`config.mk`:
```
export PLATFORM = sky130hd
export DESIGN_NAME = rau_front_flat
export DESIGN_NICKNAME = d
export VERILOG_FILES = /design/src/rtl/rau_pkg.sv /design/src/rtl/rau_if.sv /design/src/rtl/rau_front.sv /design/src/flat_wrapper.sv
export SDC_FILE = /design/constraint.sdc
export NUM_CORES = 1
export LEC_CHECK = 0
export ABC_CLOCK_PERIOD_IN_PS = 15200
export BUFFER_PORTS_ARGS = -buffer_cell sky130_fd_sc_hd__buf_4
export CAP_MARGIN = 15
export CORE_MARGIN = 2
export CORE_UTILIZATION = 50
export CTS_CLUSTER_SIZE = 25
export DETAILED_ROUTE_END_ITERATION = 7
export GPL_TIMING_DRIVEN = 0
export PLACE_DENSITY = 0.77
export SLEW_MARGIN = 20
export SYNTH_ARGS = -nofsm -noshare
export SYNTH_HDL_FRONTEND = slang
export SYNTH_SLANG_ARGS = --single-unit
```
`constraint.sdc`:
```
create_clock -name i_clk -period 15.2 [get_ports i_clk]
set_input_delay 1.52 -clock i_clk [delete_from_list [all_inputs] [get_ports i_clk]]
set_output_delay 1.52 -clock i_clk [all_outputs]
set_load 0.1 [all_outputs]
```
`src/rtl/rau_pkg.sv`:
```
`timescale 1ns / 1ps
package rau_pkg;
    localparam int unsigned FieldWidthDefault = 32;
    localparam int unsigned InWidth = 32;
    localparam int unsigned ProdWidth = 64;
    localparam int unsigned SumWidth = 65;
    localparam int unsigned QueueDepth = 2;

    typedef enum logic [2:0] {
        OP_ADD  = 3'd0,
        OP_SUB  = 3'd1,
        OP_MUL  = 3'd2,
        OP_DIV  = 3'd3,
        OP_CMP  = 3'd4,
        OP_ABS  = 3'd5,
        OP_NORM = 3'd6,
        OP_NOP  = 3'd7
    } t_op;

    localparam logic [1:0] ST_OK   = 2'd0;
    localparam logic [1:0] ST_OVF  = 2'd1;
    localparam logic [1:0] ST_ZDEN = 2'd2;

    // classified request handed from front to back
    typedef struct packed {
        t_op         op;
        logic        zden;
        logic        an_neg;
        logic [31:0] an_mag;
        logic        ad_neg;
        logic [31:0] ad_mag;
        logic        bn_neg;
        logic [31:0] bn_mag;
        logic        bd_neg;
        logic [31:0] bd_mag;
    } t_cmd;
endpackage

```
`src/rtl/rau_if.sv`:
```
`timescale 1ns / 1ps
interface rau_in_if;
    logic        valid;
    logic        ready;
    logic [2:0]  op;
    logic signed [31:0] a_num;
    logic signed [31:0] a_den;
    logic signed [31:0] b_num;
    logic signed [31:0] b_den;
    modport source (output valid, op, a_num, a_den, b_num, b_den, input ready);
    modport sink (input valid, op, a_num, a_den, b_num, b_den, output ready);
endinterface


```
`src/rtl/rau_front.sv`:
```
`timescale 1ns / 1ps
module rau_front (
    input  logic           i_clk,
    input  logic           i_rst_n,
    rau_in_if.sink         i_req,
    output logic           o_valid,
    output rau_pkg::t_cmd  o_cmd,
    input  logic           i_ready
);
    logic [1:0]    r_cnt;
    logic          r_wp;
    logic          r_rp;
    rau_pkg::t_cmd r_q [rau_pkg::QueueDepth];
    rau_pkg::t_cmd n_cmd;
    logic          w_push;
    logic          w_pop;
    logic          w_ub;

    // sign and magnitude of one field
    function automatic logic [32:0] smag(input logic [31:0] v);
        logic [31:0] m;
        m = v[31] ? (~v + 32'd1) : v;
        return {v[31], m};
    endfunction

    // classify the request
    always_comb begin
        n_cmd.op = rau_pkg::t_op'(i_req.op);
        {n_cmd.an_neg, n_cmd.an_mag} = smag(i_req.a_num);
        {n_cmd.ad_neg, n_cmd.ad_mag} = smag(i_req.a_den);
        {n_cmd.bn_neg, n_cmd.bn_mag} = smag(i_req.b_num);
        {n_cmd.bd_neg, n_cmd.bd_mag} = smag(i_req.b_den);
        w_ub = (n_cmd.op <= rau_pkg::OP_CMP);
        n_cmd.zden = (n_cmd.op != rau_pkg::OP_NOP) &&
            ((n_cmd.ad_mag == '0) || (w_ub && n_cmd.bd_mag == '0) ||
             (n_cmd.op == rau_pkg::OP_DIV && n_cmd.bn_mag == '0));
    end

    assign i_req.ready = (r_cnt != 2'd2);
    assign w_push = i_req.valid && i_req.ready;
    assign o_valid = (r_cnt != 2'd0);
    assign w_pop = o_valid && i_ready;
    assign o_cmd = r_q[r_rp];

    // request queue
    always_ff @(posedge i_clk) begin
        if (!i_rst_n) begin
            r_cnt <= 2'd0;
            r_wp <= 1'b0;
            r_rp <= 1'b0;
        end else begin
            if (w_push) r_wp <= ~r_wp;
            if (w_pop) r_rp <= ~r_rp;
            r_cnt <= r_cnt + 2'(w_push) - 2'(w_pop);
        end
        if (w_push) r_q[r_wp] <= n_cmd;
    end
endmodule

```
`src/flat_wrapper.sv`:
```
// flat-port wrapper written by rule: the top's interface ports become plain ports
module rau_front_flat 
  (i_clk, i_rst_n, o_valid, o_cmd, i_ready, i_req_valid, i_req_op, i_req_a_num, i_req_a_den, i_req_b_num, i_req_b_den, i_req_ready);
  rau_in_if i_req_i ();
  input  logic i_clk;
  input  logic i_rst_n;
  output logic o_valid;
  output rau_pkg::t_cmd o_cmd;
  input  logic i_ready;
  input wire logic [$bits(i_req_i.valid)-1:0] i_req_valid;
  input wire logic [$bits(i_req_i.op)-1:0] i_req_op;
  input wire logic [$bits(i_req_i.a_num)-1:0] i_req_a_num;
  input wire logic [$bits(i_req_i.a_den)-1:0] i_req_a_den;
  input wire logic [$bits(i_req_i.b_num)-1:0] i_req_b_num;
  input wire logic [$bits(i_req_i.b_den)-1:0] i_req_b_den;
  output wire logic [$bits(i_req_i.ready)-1:0] i_req_ready;
  assign i_req_i.valid = i_req_valid;
  assign i_req_i.op = i_req_op;
  assign i_req_i.a_num = i_req_a_num;
  assign i_req_i.a_den = i_req_a_den;
  assign i_req_i.b_num = i_req_b_num;
  assign i_req_i.b_den = i_req_b_den;
  assign i_req_ready = i_req_i.ready;
  rau_front u_core (.i_clk(i_clk), .i_rst_n(i_rst_n), .i_req(i_req_i), .o_valid(o_valid), .o_cmd(o_cmd), .i_ready(i_ready));
endmodule
```
==> impl_metrics.ini <==
[status]
status = finished clean

[timing]
hold_viol_final = 0
worst_slew_pin_slew_ns = 0.811
fin_worst_skew_ns = 0.00588
fmax_ghz = 0.207
finalCriticalPeriod_ns = 4.82
rsz0062_at_grt = no
finalSetupViolations = 0
maxSlewViolCount = 0
period_share_pct = 31.7
whs_ns = 0.585
tns_ns = 0
relSlewSlack_pct = 45.9

[job]
cap_viol_max_count = 0

[floorplan]
initial_core_util_pct = 50.9
rows = 59
coreArea_um2 = 26100
die_w_um = 167
dieArea_um2 = 27800
die_h_um = 167
ios = 273

[layout]
fin_cells = 1603
multi_input_area_um2 = 4750
seqCellArea_um2 = 8270
nets = 1386
fill_cells = 1894
layout-drive-gt1-share_pct = 37.7
post-route-util_pct = 64.9
syn_to_final_growth_pct = 27.5

[critical_path]
critical_path_class = flip-flop to output pin
arrival_ns = 3.30
cp-start-kind = flip-flop
path_max_fanout = 10
end_kind = output pin
critPathRequiredTime_ns = 13.68
reg2reg_depth = 7

[route]
dr.pass1.iters = 5
antenna_left = 0
drcViolationCount = 0
wire_per_inst_um = 19.9
wl_um = 31900
via_per_inst = 5.67
vias = 9096
drt_iter0_markers = 689

[global_routing]
gr-total-overflow = 0
grt_max_degree = 51
grt_pass1_wl_um = 49400
antenna_found_initial = 1
grt_pass1_vias = 9031
grtUsageTotal_pct = 22.2

[logic_synthesis]
synth_area_leaders = edfxtp_1 (62%), mux2_2 (12%), xnor2_1 (7.3%)
syn-num-nets = 1082
ys.flop_type = edfxtp_1
synth_edf_count = 272
netlist.area_leader.share_pct = 61.6
ys_warn_count = 0
ys_types = 56
synth_top_area_cell = edfxtp_1
synthTopCellsByCount = edfxtp_1 (272), mux2_2 (137), xnor2_1 (111)
syn-mean-instance-area_um2 = 14.1
synthCells = 941
synth_area_um2 = 13300
ys_seq_area_share_pct = 62.4
synth.ff_latch_count = 277
async_flop_share_pct = 0
synth_most_common_cell = edfxtp_1

[clock_tree]
cts_sinks = 277
clk_latency_ns = 0.54
path_clk_slew_ns = 0.06
hold_buffers = 0
post-cts-setup-buffers = 0
cts_tree = built
root_buffer = clkbuf_16
cts_max_path_buffers = 3
cts_inserted_buffers = 30
post_cts_resized = 0
htreeDepth = 1

[hold_path]
hold_path.class = flip-flop to flip-flop
holdPathStages = 2

[place]
io_buffers = 264
dp_hpwl_um = 23100
numPlacedInstances = 1548
place_congestion = 0.884

[power]
power.leakage_nw = 5.88
power.density_nw_per_um2 = 202
ir_drop_uv = 195
[power by group]
part / internal (mW) / total (mW) / switching [mW] / leakage [nW]
registers: 0.979 / 1.00 / 0.0247 / 2.58
logic: 0.387 / 1.67 / 1.28 / 2.80
clock network: 0.470 / 0.753 / 0.284 / 0.499
[cell families (layout without fill, tap and decap cells)]
| kind of cell | Yosys count | after routing | share of synthesized area (%) |
|---|---|---|---|
| fa+ha+maj | 6 | 6 | 0.566 |
| other cells | 0 | 1 | 0 |
| flops | 277 | 277 | 62.4 |
| buf+inv | 62 | 388 | 1.89 |
| xor+xnor | 119 | 119 | 7.86 |
| compound gates | 128 | 128 | 6.55 |
| mux | 138 | 138 | 11.7 |
| simple gates | 211 | 211 | 9.08 |
[registers in the layout, summed over array words and instances (netlist names), named ones only]
| name | count |
|---|---|
| u_core.r_rp | 1 |
| u_core.r_q | 272 |
| u_core.r_cnt | 2 |
| u_core.r_wp | 1 |
[layer usage]
| layer | vias to the layer above | track usage (%) | wire length [um] |
|---|---|---|---|
| met5 | - | 0 | 0 |
| met4 | 0 | 7.16 | 948 |
| met3 | 62 | 3.80 | 1950 |
| met2 | 340 | 36.7 | 15400 |
| met1 | 4438 | 30.1 | 13600 |
| li1 | 4256 | - | - |
[stage by stage]
step | worst slack (ns) | power (mW) | instance area (um2)
2_1_floorplan | 7.26 | 2.33 | 13300
3_5_place_dp | 10.11 | 2.69 | 15900
4_1_cts | 10.27 | 3.45 | 16900
6_report | 10.38 | 3.42 | 16900
3_3_place_gp | 3.84 | 2.68 | 15700
5_1_grt | 10.16 | 3.53 | 16900
[critical path: stages, from the launching register on]
cell and delay (ns):
dfxtp_1 0.31, clkbuf_1 0.61, clkbuf_1 0.54, clkbuf_1 0.62, mux2_2 0.42, buf_4 0.23
[cell usage in the layout, fill, tap and decap left out, types with 15 or more instances in the layout]
master,synthesis,layout
o31ai_1,33,33
nor4_1,26,26
clkbuf_1,39,44
or4_1,22,22
clkbuf_16,0,31
mux2_2,137,137
o41ai_1,15,15
xnor2_1,111,111
nor3_1,15,15
o21ai_0,47,47
inv_1,17,17
nand2_1,46,46
buf_4,0,264
edfxtp_1,272,272
nor2_1,19,18
[cell type report]
type                       instances  area share (%)
sequential                       277            48.9
clock inverter                    18            1.38
timing repair buffer             272            12.9
tap                              335            2.48
clock buffer                      36            4.70
antenna                            1          0.0148
inverter                          17           0.377
buffer                            45            1.10
multi-input combinational        602            28.1
[path summary, 6_finish.rpt]
check / startpoint / end / slack (ns)
hold reg to reg: u_core.r_rp / flip-flop / 0.58
setup reg to reg: u_core.r_cnt[0] / u_core.r_q[0][43] / 12.99
setup / recovery: flip-flop / o_cmd[101] / 10.38
hold / removal: u_core.r_rp / flip-flop / 0.58
(Power assumes the default switching activity.)
